**src/sv/rbu_pkg.sv**
```systemverilog
// Shared types and constants of the raw bitmap to BGRA unpacker.
package rbu_pkg;

    localparam int CFG_DATA_W = 13;
    localparam int CFG_IDX_W  = 2;
    localparam int DEST_W     = 24;

    localparam logic [7:0] ALPHA_BYTE = 8'hFF;
    localparam logic [7:0] DEPTH_24   = 8'd24;
    localparam logic [7:0] DEPTH_32   = 8'd32;

    localparam logic FUNC_START = 1'b0;
    localparam logic FUNC_DATA  = 1'b1;

    localparam logic KIND_STATUS = 1'b0;
    localparam logic KIND_PIXEL  = 1'b1;

    typedef enum logic [CFG_IDX_W-1:0] {
        CFG_WIDTH,
        CFG_HEIGHT,
        CFG_BPP,
        CFG_BOTTOM_UP
    } t_cfg_idx;

    typedef enum logic [1:0] {
        STAT_OK,
        STAT_TOO_SMALL,
        STAT_BAD_DEPTH
    } t_status;

    typedef enum logic [2:0] {
        S_IDLE,
        S_STRIDE,
        S_SIZE,
        S_BASE,
        S_REPORT
    } t_state;

    typedef enum logic [2:0] {
        CMD_IDLE,
        CMD_START,
        CMD_BYTE,
        CMD_MUL_STRIDE,
        CMD_MUL_SIZE,
        CMD_MUL_BASE,
        CMD_REPORT
    } t_cmd;

    typedef struct packed {
        logic              kind;
        logic [1:0]        status;
        logic [31:0]       pixel_bgra;
        logic [DEST_W-1:0] dest_index;
        logic              frame_done;
    } t_result;

endpackage

```
**src/sv/rbu_in_if.sv**
```systemverilog
// Input channel of the unpacker: frame starts and source bytes.
interface rbu_in_if;
    logic        valid;
    logic        ready;
    logic        func;
    logic [31:0] chunk_bytes;
    logic [7:0]  data_byte;

    modport source (output valid, func, chunk_bytes, data_byte, input ready);
    modport sink   (input valid, func, chunk_bytes, data_byte, output ready);
endinterface

```
**src/sv/rbu_out_if.sv**
```systemverilog
// Output channel of the unpacker: frame status and converted pixels.
interface rbu_out_if;
    logic        valid;
    logic        ready;
    logic        kind;
    logic [1:0]  status;
    logic [31:0] pixel_bgra;
    logic [23:0] dest_index;
    logic        frame_done;

    modport source (output valid, kind, status, pixel_bgra, dest_index, frame_done,
                    input ready);
    modport sink   (input valid, kind, status, pixel_bgra, dest_index, frame_done,
                    output ready);
endinterface

```
**src/sv/rbu_ctrl.sv**
```systemverilog
// Controller: accepts transactions and sequences the frame-start size check.
module rbu_ctrl (
    input  logic          i_clk,
    input  logic          i_rst_n,
    input  logic          i_in_valid,
    input  logic          i_in_func,
    input  logic          i_q_full,
    output logic          o_in_ready,
    output rbu_pkg::t_cmd o_cmd
);
    import rbu_pkg::*;

    t_state r_state;
    t_state n_state;

    always_ff @(posedge i_clk) begin
        if (!i_rst_n) begin
            r_state <= S_IDLE;
        end else begin
            r_state <= n_state;
        end
    end

    always_comb begin
        n_state    = r_state;
        o_cmd      = CMD_IDLE;
        o_in_ready = 1'b0;
        case (r_state)
            S_IDLE: begin
                o_in_ready = !i_q_full;
                if (i_in_valid && !i_q_full) begin
                    if (i_in_func == FUNC_START) begin
                        o_cmd   = CMD_START;
                        n_state = S_STRIDE;
                    end else begin
                        o_cmd = CMD_BYTE;
                    end
                end
            end
            S_STRIDE: begin
                o_cmd   = CMD_MUL_STRIDE;
                n_state = S_SIZE;
            end
            S_SIZE: begin
                o_cmd   = CMD_MUL_SIZE;
                n_state = S_BASE;
            end
            S_BASE: begin
                o_cmd   = CMD_MUL_BASE;
                n_state = S_REPORT;
            end
            S_REPORT: begin
                o_cmd   = CMD_REPORT;
                n_state = S_IDLE;
            end
            default: begin
                n_state = S_IDLE;
            end
        endcase
    end

    a_start_reports: assert property (@(posedge i_clk) disable iff (!i_rst_n)
        (o_cmd == CMD_START) |-> ##4 (o_cmd == CMD_REPORT))
        else $error("frame start did not reach its status report");

endmodule

```
**src/sv/rbu_dp.sv**
```systemverilog
// Datapath: configuration, size check multiplier and the byte-to-pixel unpacker.
module rbu_dp #(
    parameter int MAX_WIDTH  = 4096,
    parameter int MAX_HEIGHT = 4096
) (
    input  logic                             i_clk,
    input  logic                             i_rst_n,
    input  rbu_pkg::t_cmd                    i_cmd,
    input  logic                             i_cfg_we,
    input  logic [rbu_pkg::CFG_IDX_W-1:0]    i_cfg_index,
    input  logic [rbu_pkg::CFG_DATA_W-1:0]   i_cfg_data,
    input  logic [31:0]                      i_chunk_bytes,
    input  logic [7:0]                       i_data_byte,
    output logic                             o_push,
    output rbu_pkg::t_result                 o_result
);
    import rbu_pkg::*;

    localparam int WW   = $clog2(MAX_WIDTH + 1);
    localparam int HW   = $clog2(MAX_HEIGHT + 1);
    localparam int CW   = $clog2(MAX_WIDTH);
    localparam int RW   = $clog2(MAX_HEIGHT);
    localparam int RSW  = CW + 3;
    localparam int SW   = WW + 5;
    localparam int PW   = SW + HW;
    localparam int CMPW = (PW > 32) ? PW : 32;

    function automatic logic [WW-1:0] clamp_w(input logic [CFG_DATA_W-1:0] v);
        if (v == '0) begin
            return WW'(1);
        end else if (32'(v) > MAX_WIDTH) begin
            return WW'(MAX_WIDTH);
        end
        return WW'(v);
    endfunction

    function automatic logic [HW-1:0] clamp_h(input logic [CFG_DATA_W-1:0] v);
        if (v == '0) begin
            return HW'(1);
        end else if (32'(v) > MAX_HEIGHT) begin
            return HW'(MAX_HEIGHT);
        end
        return HW'(v);
    endfunction

    // Configuration, widths already clamped to their legal range.
    logic [WW-1:0]     r_w;
    logic [HW-1:0]     r_h;
    logic [7:0]        r_bpp;
    logic              r_bottom_up;

    // Frame-start working registers.
    logic [31:0]       r_chunk;
    logic [PW-1:0]     r_prod;
    logic [SW-1:0]     r_stride;
    logic [SW-1:0]     r_data_len;
    logic              r_too_small;

    // Unpacking state.
    logic              r_frame_active;
    logic [RSW-1:0]    r_byte_in_row;
    logic [1:0]        r_byte_in_pixel;
    logic [23:0]       r_pixel_asm;
    logic [RW-1:0]     r_src_row;
    logic [RSW-1:0]    r_row_stride;
    logic [CW-1:0]     r_col;
    logic [DEST_W-1:0] r_row_base;

    logic [SW-1:0]     mul_a;
    logic [HW-1:0]     mul_b;
    logic [PW-1:0]     mul_p;
    logic [SW-1:0]     stride_c;
    logic              depth_ok;
    logic              frame_ok;
    t_status           stat;
    logic              byte_go;
    logic              in_row;
    logic              emit;
    logic              row_last;
    logic              last;
    logic [RSW:0]      bir_next;
    logic              row_end;
    logic [23:0]       n_pixel_asm;
    logic [DEST_W-1:0] dest;

    assign stride_c = (r_prod[SW-1:0] + SW'(3)) & ~SW'(3);

    always_comb begin
        case (i_cmd)
            CMD_MUL_STRIDE: begin
                mul_a = SW'(r_w);
                mul_b = HW'(r_bpp[7:3]);
            end
            CMD_MUL_SIZE: begin
                mul_a = stride_c;
                mul_b = r_h;
            end
            CMD_MUL_BASE: begin
                mul_a = SW'(r_w);
                mul_b = r_h - HW'(1);
            end
            default: begin
                mul_a = '0;
                mul_b = '0;
            end
        endcase
    end

    assign mul_p = PW'(mul_a) * PW'(mul_b);

    assign depth_ok = (r_bpp == DEPTH_24) || (r_bpp == DEPTH_32);
    assign frame_ok = !r_too_small && depth_ok;

    always_comb begin
        if (r_too_small) begin
            stat = STAT_TOO_SMALL;
        end else if (!depth_ok) begin
            stat = STAT_BAD_DEPTH;
        end else begin
            stat = STAT_OK;
        end
    end

    assign byte_go  = (i_cmd == CMD_BYTE) && r_frame_active;
    assign in_row   = SW'(r_byte_in_row) < r_data_len;
    assign emit     = in_row && ((r_bpp == DEPTH_32) ? (r_byte_in_pixel == 2'd3)
                                                     : (r_byte_in_pixel >= 2'd2));
    assign row_last = (32'(r_src_row) + 32'd1) >= 32'(r_h);
    assign last     = emit && row_last && ((32'(r_col) + 32'd1) >= 32'(r_w));
    assign bir_next = {1'b0, r_byte_in_row} + (RSW + 1)'(1);
    assign row_end  = bir_next >= {1'b0, r_row_stride};
    assign dest     = r_row_base + DEST_W'(r_col);

    always_comb begin
        case (r_byte_in_pixel)
            2'd0:    n_pixel_asm = {r_pixel_asm[23:8], i_data_byte};
            2'd1:    n_pixel_asm = {r_pixel_asm[23:16], i_data_byte, r_pixel_asm[7:0]};
            2'd2:    n_pixel_asm = {i_data_byte, r_pixel_asm[15:0]};
            default: n_pixel_asm = r_pixel_asm;
        endcase
    end

    always_comb begin
        o_result = '0;
        o_push   = 1'b0;
        if (i_cmd == CMD_REPORT) begin
            o_push          = 1'b1;
            o_result.kind   = KIND_STATUS;
            o_result.status = stat;
        end else if (byte_go && emit) begin
            o_push              = 1'b1;
            o_result.kind       = KIND_PIXEL;
            o_result.pixel_bgra = {ALPHA_BYTE, n_pixel_asm};
            o_result.dest_index = dest;
            o_result.frame_done = last;
        end
    end

    // Payload registers of the frame-start sequence.
    always_ff @(posedge i_clk) begin
        if (i_cmd == CMD_START) begin
            r_chunk <= i_chunk_bytes;
        end
        if (i_cmd == CMD_MUL_STRIDE || i_cmd == CMD_MUL_SIZE || i_cmd == CMD_MUL_BASE) begin
            r_prod <= mul_p;
        end
        if (i_cmd == CMD_MUL_SIZE) begin
            r_stride   <= stride_c;
            r_data_len <= r_prod[SW-1:0];
        end
        if (i_cmd == CMD_MUL_BASE) begin
            r_too_small <= CMPW'(r_chunk) < CMPW'(r_prod);
        end
    end

    always_ff @(posedge i_clk) begin
        if (!i_rst_n) begin
            r_w             <= clamp_w(CFG_DATA_W'(640));
            r_h             <= clamp_h(CFG_DATA_W'(480));
            r_bpp           <= DEPTH_24;
            r_bottom_up     <= 1'b1;
            r_frame_active  <= 1'b0;
            r_byte_in_row   <= '0;
            r_byte_in_pixel <= '0;
            r_pixel_asm     <= '0;
            r_src_row       <= '0;
            r_row_stride    <= '0;
            r_col           <= '0;
            r_row_base      <= '0;
        end else begin
            if (i_cmd == CMD_REPORT) begin
                r_frame_active  <= frame_ok;
                r_byte_in_row   <= '0;
                r_byte_in_pixel <= '0;
                r_pixel_asm     <= '0;
                r_src_row       <= '0;
                r_col           <= '0;
                r_row_stride    <= frame_ok ? r_stride[RSW-1:0] : '0;
                r_row_base      <= r_bottom_up ? DEST_W'(r_prod) : '0;
            end else if (byte_go) begin
                if (in_row) begin
                    if (emit) begin
                        r_pixel_asm     <= '0;
                        r_byte_in_pixel <= '0;
                        r_col           <= r_col + CW'(1);
                    end else begin
                        r_pixel_asm     <= n_pixel_asm;
                        r_byte_in_pixel <= r_byte_in_pixel + 2'd1;
                    end
                end
                if (last) begin
                    // The last pixel closes the frame; its row counters are left as they are.
                    r_frame_active <= 1'b0;
                end else if (row_end) begin
                    r_byte_in_row   <= '0;
                    r_byte_in_pixel <= '0;
                    r_pixel_asm     <= '0;
                    r_col           <= '0;
                    if (row_last) begin
                        r_frame_active <= 1'b0;
                        r_src_row      <= '0;
                    end else begin
                        r_src_row <= r_src_row + RW'(1);
                    end
                    if (r_bottom_up) begin
                        r_row_base <= r_row_base - DEST_W'(r_w);
                    end else begin
                        r_row_base <= r_row_base + DEST_W'(r_w);
                    end
                end else begin
                    r_byte_in_row <= bir_next[RSW-1:0];
                end
            end

            if (i_cfg_we) begin
                r_frame_active <= 1'b0;
                case (t_cfg_idx'(i_cfg_index))
                    CFG_WIDTH:     r_w         <= clamp_w(i_cfg_data);
                    CFG_HEIGHT:    r_h         <= clamp_h(i_cfg_data);
                    CFG_BPP:       r_bpp       <= i_cfg_data[7:0];
                    CFG_BOTTOM_UP: r_bottom_up <= i_cfg_data[0];
                    default: begin
                    end
                endcase
            end
        end
    end

    a_done_closes: assert property (@(posedge i_clk) disable iff (!i_rst_n)
        (o_push && o_result.kind == KIND_PIXEL && o_result.frame_done && !i_cfg_we)
            |=> !r_frame_active)
        else $error("frame still active after its last pixel");

    a_pixel_needs_frame: assert property (@(posedge i_clk) disable iff (!i_rst_n)
        (o_push && o_result.kind == KIND_PIXEL) |-> r_frame_active)
        else $error("pixel produced outside an active frame");

endmodule

```
**src/sv/rbu_outq.sv**
```systemverilog
// Two-entry result queue that decouples the unpacker from the output channel.
module rbu_outq (
    input  logic             i_clk,
    input  logic             i_rst_n,
    input  logic             i_push,
    input  rbu_pkg::t_result i_data,
    input  logic             i_ready,
    output logic             o_valid,
    output rbu_pkg::t_result o_data,
    output logic             o_full
);
    import rbu_pkg::*;

    logic    r_head_valid;
    logic    r_tail_valid;
    t_result r_head;
    t_result r_tail;
    logic    pop;

    assign pop     = r_head_valid && i_ready;
    assign o_valid = r_head_valid;
    assign o_data  = r_head;
    assign o_full  = r_tail_valid;

    always_ff @(posedge i_clk) begin
        if (!i_rst_n) begin
            r_head_valid <= 1'b0;
            r_tail_valid <= 1'b0;
        end else begin
            if (pop) begin
                if (r_tail_valid) begin
                    r_head       <= r_tail;
                    r_head_valid <= 1'b1;
                    r_tail_valid <= i_push;
                    if (i_push) begin
                        r_tail <= i_data;
                    end
                end else begin
                    r_head_valid <= i_push;
                    if (i_push) begin
                        r_head <= i_data;
                    end
                end
            end else if (i_push) begin
                if (r_head_valid) begin
                    r_tail       <= i_data;
                    r_tail_valid <= 1'b1;
                end else begin
                    r_head       <= i_data;
                    r_head_valid <= 1'b1;
                end
            end
        end
    end

    a_no_overflow: assert property (@(posedge i_clk) disable iff (!i_rst_n)
        i_push |-> (!r_tail_valid || pop))
        else $error("result pushed into a full queue");

    a_order: assert property (@(posedge i_clk) disable iff (!i_rst_n)
        r_tail_valid |-> r_head_valid)
        else $error("queue tail holds a result with an empty head");

endmodule

```
**src/sv/raw_bitmap_to_bgra_unpack.sv**
```systemverilog
// Raw bitmap unpacker: a frame-start transaction is checked against stride times
// height and the depth, then answered with one status result once the shared
// multiplier has formed the stride, the expected size and the base row for bottom-up
// images in turn; data-byte transactions are taken one per cycle while the controller
// is idle and the result queue is not full, and each finished 24- or 32-bit source
// pixel leaves as a BGRA pixel with alpha 0xFF and its destination index. A two-entry
// result queue lets the block take the next transaction while a result waits at the output.
module raw_bitmap_to_bgra_unpack #(
    parameter int MAX_WIDTH  = 4096,
    parameter int MAX_HEIGHT = 4096
) (
    input  logic                           i_clk,
    input  logic                           i_rst_n,
    input  logic                           i_cfg_we,
    input  logic [rbu_pkg::CFG_IDX_W-1:0]  i_cfg_index,
    input  logic [rbu_pkg::CFG_DATA_W-1:0] i_cfg_data,
    rbu_in_if.sink                         i_in_ch,
    rbu_out_if.source                      o_out_ch
);
    import rbu_pkg::*;

    t_cmd    cmd;
    logic    q_full;
    logic    push;
    t_result result;
    t_result q_data;
    logic    q_valid;

    rbu_ctrl u_ctrl (
        .i_clk      (i_clk),
        .i_rst_n    (i_rst_n),
        .i_in_valid (i_in_ch.valid),
        .i_in_func  (i_in_ch.func),
        .i_q_full   (q_full),
        .o_in_ready (i_in_ch.ready),
        .o_cmd      (cmd)
    );

    rbu_dp #(
        .MAX_WIDTH  (MAX_WIDTH),
        .MAX_HEIGHT (MAX_HEIGHT)
    ) u_dp (
        .i_clk         (i_clk),
        .i_rst_n       (i_rst_n),
        .i_cmd         (cmd),
        .i_cfg_we      (i_cfg_we),
        .i_cfg_index   (i_cfg_index),
        .i_cfg_data    (i_cfg_data),
        .i_chunk_bytes (i_in_ch.chunk_bytes),
        .i_data_byte   (i_in_ch.data_byte),
        .o_push        (push),
        .o_result      (result)
    );

    rbu_outq u_outq (
        .i_clk   (i_clk),
        .i_rst_n (i_rst_n),
        .i_push  (push),
        .i_data  (result),
        .i_ready (o_out_ch.ready),
        .o_valid (q_valid),
        .o_data  (q_data),
        .o_full  (q_full)
    );

    assign o_out_ch.valid      = q_valid;
    assign o_out_ch.kind       = q_data.kind;
    assign o_out_ch.status     = q_data.status;
    assign o_out_ch.pixel_bgra = q_data.pixel_bgra;
    assign o_out_ch.dest_index = q_data.dest_index;
    assign o_out_ch.frame_done = q_data.frame_done;

endmodule

```
**src/flat_wrapper.sv**
```systemverilog
// flat-port wrapper written by rule: the top's interface ports become plain ports
module raw_bitmap_to_bgra_unpack_flat import rbu_pkg::*;
#(
    parameter int MAX_WIDTH  = 4096,
    parameter int MAX_HEIGHT = 4096
)
  (i_clk, i_rst_n, i_cfg_we, i_cfg_index, i_cfg_data, i_in_ch_valid, i_in_ch_func, i_in_ch_chunk_bytes, i_in_ch_data_byte, i_in_ch_ready, o_out_ch_valid, o_out_ch_kind, o_out_ch_status, o_out_ch_pixel_bgra, o_out_ch_dest_index, o_out_ch_frame_done, o_out_ch_ready);
  rbu_in_if i_in_ch_i ();
  rbu_out_if o_out_ch_i ();
  input  logic i_clk;
  input  logic i_rst_n;
  input  logic i_cfg_we;
  input  logic [rbu_pkg::CFG_IDX_W-1:0] i_cfg_index;
  input  logic [rbu_pkg::CFG_DATA_W-1:0] i_cfg_data;
  input wire logic [$bits(i_in_ch_i.valid)-1:0] i_in_ch_valid;
  input wire logic [$bits(i_in_ch_i.func)-1:0] i_in_ch_func;
  input wire logic [$bits(i_in_ch_i.chunk_bytes)-1:0] i_in_ch_chunk_bytes;
  input wire logic [$bits(i_in_ch_i.data_byte)-1:0] i_in_ch_data_byte;
  output wire logic [$bits(i_in_ch_i.ready)-1:0] i_in_ch_ready;
  output wire logic [$bits(o_out_ch_i.valid)-1:0] o_out_ch_valid;
  output wire logic [$bits(o_out_ch_i.kind)-1:0] o_out_ch_kind;
  output wire logic [$bits(o_out_ch_i.status)-1:0] o_out_ch_status;
  output wire logic [$bits(o_out_ch_i.pixel_bgra)-1:0] o_out_ch_pixel_bgra;
  output wire logic [$bits(o_out_ch_i.dest_index)-1:0] o_out_ch_dest_index;
  output wire logic [$bits(o_out_ch_i.frame_done)-1:0] o_out_ch_frame_done;
  input wire logic [$bits(o_out_ch_i.ready)-1:0] o_out_ch_ready;
  assign i_in_ch_i.valid = i_in_ch_valid;
  assign i_in_ch_i.func = i_in_ch_func;
  assign i_in_ch_i.chunk_bytes = i_in_ch_chunk_bytes;
  assign i_in_ch_i.data_byte = i_in_ch_data_byte;
  assign i_in_ch_ready = i_in_ch_i.ready;
  assign o_out_ch_valid = o_out_ch_i.valid;
  assign o_out_ch_kind = o_out_ch_i.kind;
  assign o_out_ch_status = o_out_ch_i.status;
  assign o_out_ch_pixel_bgra = o_out_ch_i.pixel_bgra;
  assign o_out_ch_dest_index = o_out_ch_i.dest_index;
  assign o_out_ch_frame_done = o_out_ch_i.frame_done;
  assign o_out_ch_i.ready = o_out_ch_ready;
  raw_bitmap_to_bgra_unpack #(.MAX_WIDTH(MAX_WIDTH), .MAX_HEIGHT(MAX_HEIGHT)) u_core (.i_clk(i_clk), .i_rst_n(i_rst_n), .i_cfg_we(i_cfg_we), .i_cfg_index(i_cfg_index), .i_cfg_data(i_cfg_data), .i_in_ch(i_in_ch_i), .o_out_ch(o_out_ch_i));
endmodule
```
**config.mk**
```make
export PLATFORM = sky130hd
export DESIGN_NAME = raw_bitmap_to_bgra_unpack_flat
export DESIGN_NICKNAME = d
export VERILOG_FILES = /design/src/sv/rbu_pkg.sv /design/src/sv/rbu_in_if.sv /design/src/sv/rbu_out_if.sv /design/src/sv/rbu_ctrl.sv /design/src/sv/rbu_dp.sv /design/src/sv/rbu_outq.sv /design/src/sv/raw_bitmap_to_bgra_unpack.sv /design/src/flat_wrapper.sv
export SDC_FILE = /design/constraint.sdc
export NUM_CORES = 1
export LEC_CHECK = 0
export BUFFER_PORTS_ARGS = -buffer_cell sky130_fd_sc_hd__buf_2
export CAP_MARGIN = 10
export CORE_MARGIN = 1
export CORE_UTILIZATION = 35
export DETAILED_ROUTE_END_ITERATION = 10
export HOLD_SLACK_MARGIN = 0.02
export PLACE_DENSITY = 0.6
export SLEW_MARGIN = 40
export SYNTH_ARGS = -nofsm -noshare
export SYNTH_HDL_FRONTEND = slang
export SYNTH_SLANG_ARGS = --single-unit
```
**constraint.sdc**
```tcl
create_clock -name i_clk -period 8.9 [get_ports i_clk]
set_input_delay 1.78 -clock i_clk [delete_from_list [all_inputs] [get_ports i_clk]]
set_output_delay 1.78 -clock i_clk [all_outputs]
set_load 0.1 [all_outputs]
```
==> Flow_metrics.wiki <==
{| class="wikitable"
! Metric !! Value
|-
| Result of the run || complete, but fails checks
|-
| Violations in the final reports || design-rule violations
|-
| Critical path peak fanout || 24
|-
| Initial Utilization || 0.354
|-
| Avg WL per Cell || roughly 18 um
|-
| Power share of the combinational group || 0.107
|-
| P_sw || between 1 and 1.5 mW
|-
| Number of synthesized flops with an enable pin || approximately 200
|-
| Post-synth design cell area || approximately 26000 um2
|-
| Fin Clk Skew || about 36 ps
|-
| Minimum clock period || around 7800 ps
|-
| Final net count || 3275
|-
| Commonest cells after routing, fill and taps aside || inv_1, nand2_1, nor2_1
|-
| Commonest register cell after synthesis || edfxtp_1
|-
| Required time of the worst setup path || ~9200 ps
|-
| GRT Overall Usage || 0.188
|-
| Sinks on Clock Net || 342
|-
| Clock network power share || 0.445
|-
| Total of buffers placed on input and output ports || 122
|-
| HP Class || reg -> reg
|-
| Final ANT Viol Nets || 0
|-
| Non-filler instance count after layout || around 3800
|-
| Average cell area after synthesis || ~9.4 um2
|-
| Share of final-layout standard cells stronger than drive strength 1 || 0.0961
|-
| Post-synth top area share || 0.231
|-
| Post-route setup TNS || 0 ps
|-
| Critical Path Sink Type || flop
|-
| RSZ-0062 raised after global routing || false
|-
| Yosys reg bits || 342
|-
| DRC marker count from the first detailed-route iteration || 1470
|-
| Cell internal power dissipation || approximately 2.9 mW
|-
| TritonCTS buffer count || 40
|-
| Reg clk slew, reported paths || around 60 ps
|-
| Fmax || between 0.1 and 0.15 GHz
|-
| Final Util || 0.395
|-
| Clock tree from TritonCTS || done
|-
| Total iterations of the first detailed-routing run || 10
|-
| Cells after Synth || between 2000 and 3000
|-
| Pin count of the biggest net entering global routing || 58
|-
| Count of unique library cells instantiated by Yosys || 89
|-
| Total of hold buffers inserted after clock tree synthesis || 0
|-
| Design Power || around 4 mW
|-
| Dpl cells || 3748
|-
| Number of global-route vias before repair || 19600
|-
| Relative area change from synthesis to final layout || 11.5%
|-
| Cell taking the most area after synthesis || edfxtp_1
|-
| Most prevalent standard cell on the critical path || fa_1
|-
| Critical path, cell by cell || nand2b_1, nand2b_1, buf_4, inv_1, a22oi_1, nor2_1, fa_1, fa_1, fa_1, fa_1, inv_1, fa_1, inv_1, ha_1, a21o_1, a21o_1, a2111oi_0, o21ai_0, nand2_1, o31ai_1, o41ai_1, xnor2_1
|-
| Critical Path AT || ~8000 ps
|-
| Crit path kind || reg -> reg
|-
| Headroom to the max-slew limit || 0.392
|-
| Root buffer cell || clkbuf_16
|-
| Max-cap violation count || 0
|-
| Max stage delay cell, worst path || a22oi_1
|-
| Post-CTS setup-driven buffer insertion count || 0
|-
| Total gr overflow || 0
|-
| Relative contribution of sequential cells to total power || 0.448
|-
| Power per cell area || between 100 and 150 nW/um2
|-
| Count of endpoints failing hold in the final timing report || 0
|-
| Global placer's final weighted congestion || ~0.92
|-
| Clock tree buffer depth || 3
|-
| Leading cell type in the layout, fill and taps excluded || inv_1
|-
| Post-synthesis async set-or-reset flop share || 0
|-
| Leakage dissipation || between 10 and 15 nW
|-
| Post-route standard cell area excluding fillers || roughly 29000 um2
|-
| Area enclosed by the die boundary || ~75000 um2
|-
| Global-route wire length before repair || 110000 um
|-
| Number of max-slew violations in the final report || 0
|-
| Post-Route WL || 70400 um
|-
| Die width || roughly 270 um
|-
| Via density per instance || roughly 5.2
|-
| Synth Net Count || 3194
|-
| Number of design rule violations left after detail routing || 24
|-
| Clock insertion delay at the later pin of the skew report || between 500 and 600 ps
|-
| Post-cts sizing count || 0
|-
| Period Utilization, post-route || 0.872
|-
| Core area || 73100 um2
|-
| Sequential area share after synthesis || 0.342
|-
| Diode count || 0
|-
| Proportion of total power due to net switching || 0.263
|-
| Placed wire-length estimate || 54400 um
|-
| Number of warnings reported in the yosys synthesis log || 0
|-
| Setup-failing EPs final || 0
|-
| Die outline height || roughly 270 um
|-
| Peak supply drop || 0.107 mV
|-
| Actual slew at the worst max-slew pin || between 900 and 1000 ps
|-
| Total number of vias || between 15000 and 20000
|-
| Ports placed on the boundary || 123
|-
| Peak per-stage delay on the critical path || 720 ps
|-
| Placement Rows || between 90 and 100
|-
| Launching element type of the critical path || flop
|-
| Number of antenna violations at the first check in global routing || 1
|-
| Maximum level of the CTS H-tree || 2
|-
| Placed instance area || 27400 um2
|-
| Top area cells in the synthesized netlist || edfxtp_1, fa_1, dfxtp_1
|}
-- cells in the mapped netlist (all sizes together) (34+ instances only) --
cell,instances
inv,345
a22oi,57
nand2,292
fa,178
ha,205
nor3,54
edfxtp,199
dfxtp,143
xor2,44
nor2,283
o21ai,84
xnor2,91
a21oi,124
clkbuf,79
a21o,91
nand3,53
and3,34
-- area by class of cell --
class,instances,area (um2)
timing repair buffer,150,821
inverter,346,1300
fill,7347,44200
clock inverter,20,303
multi-input combinational,1951,15300
sequential,342,8840
clock buffer,54,1100
tap,959,1200
-- state kept, by name (all words and copies together), names as in the netlist, 3 cells and up --
signal and count:
u_core.u_dp.r_col 12, u_core.u_dp.r_w 13, u_core.u_dp.r_prod 31, u_core.u_ctrl.r_state 3
u_core.u_outq.r_tail 52, u_core.u_dp.r_src_row 12, u_core.u_dp.r_row_base 24, u_core.u_dp.r_row_stride 13
u_core.u_dp.r_bpp 8, u_core.u_dp.r_chunk 32, u_core.u_dp.r_data_len 18, u_core.u_dp.r_h 13
u_core.u_outq.o_data 52, u_core.u_dp.r_byte_in_row 15, u_core.u_dp.r_pixel_asm 24, u_core.u_dp.r_stride 13
-- power by group through the flow --
| stage | Sequential (mW) | Combinational (mW) | Clock (mW) |
|---|---|---|---|
| finish | 1.77 | 0.424 | 1.76 |
| global route | 1.77 | 0.468 | 1.86 |
| CTS | 1.77 | 0.423 | 1.80 |
| detailed placement | 1.80 | 0.420 | 0 |
| global placement | 1.80 | 0.416 | 0 |
| floorplan | 1.78 | 0.279 | 0 |
-- through the flow --
stage	setup slack [ps]	hold WS [ps]
floorplan	1630	418
global placement	1400	425
detailed placement	1240	432
CTS	1180	454
global route	570	471
finish	1140	454
-- routing by layer --
metal  GRT usage  wire, um
met4      0.0725      2610
met1       0.237     29800
met3      0.0246      3630
met5           0         0
met2       0.326     34400
-- path summary, 6_finish.rpt --
| kind | startpoint | end | slack [ps] | cells after the start |
|---|---|---|---|---|
| max | u_core.u_ctrl.r_state[2]$_SDFFE_PN0P_ | u_core.u_dp.r_prod[27]$_DFFE_PP_ | 1140 | 22 |
| min | u_core.u_dp.r_stride[10]$_DFFE_PN_ | u_core.u_dp.r_row_stride[10]$_SDFFE_PN0N_ | 450 | 2 |
| max reg2reg | u_core.u_ctrl.r_state[2]$_SDFFE_PN0P_ | u_core.u_dp.r_prod[27]$_DFFE_PP_ | 1140 | 22 |
| min reg2reg | u_core.u_dp.r_stride[10]$_DFFE_PN_ | u_core.u_dp.r_row_stride[10]$_SDFFE_PN0N_ | 450 | 2 |
-- worst max-delay path, delay by kind of cell, from the launching register on --
kind	cells	cell delay, ps
adder cells (fa/ha/maj)	6	3070
AO/OA/AOI/OAI	7	2110
flip-flops	1	650
buffers and inverters	4	510
AND/OR/NAND/NOR	4	1030
XOR/XNOR	1	100
-- cells by family after synthesis --
| group | share of synthesized area |
|---|---|
| and+or+nand+nor | 0.156 |
| AOI/OAI and AO/OA | 0.141 |
| buffers and inverters | 0.0697 |
| adders and majority gates | 0.237 |
| DFF | 0.342 |
| xor gates and xnor gates | 0.0457 |
| muxes | 0.00784 |
Power figures use the tool's default switching activity.
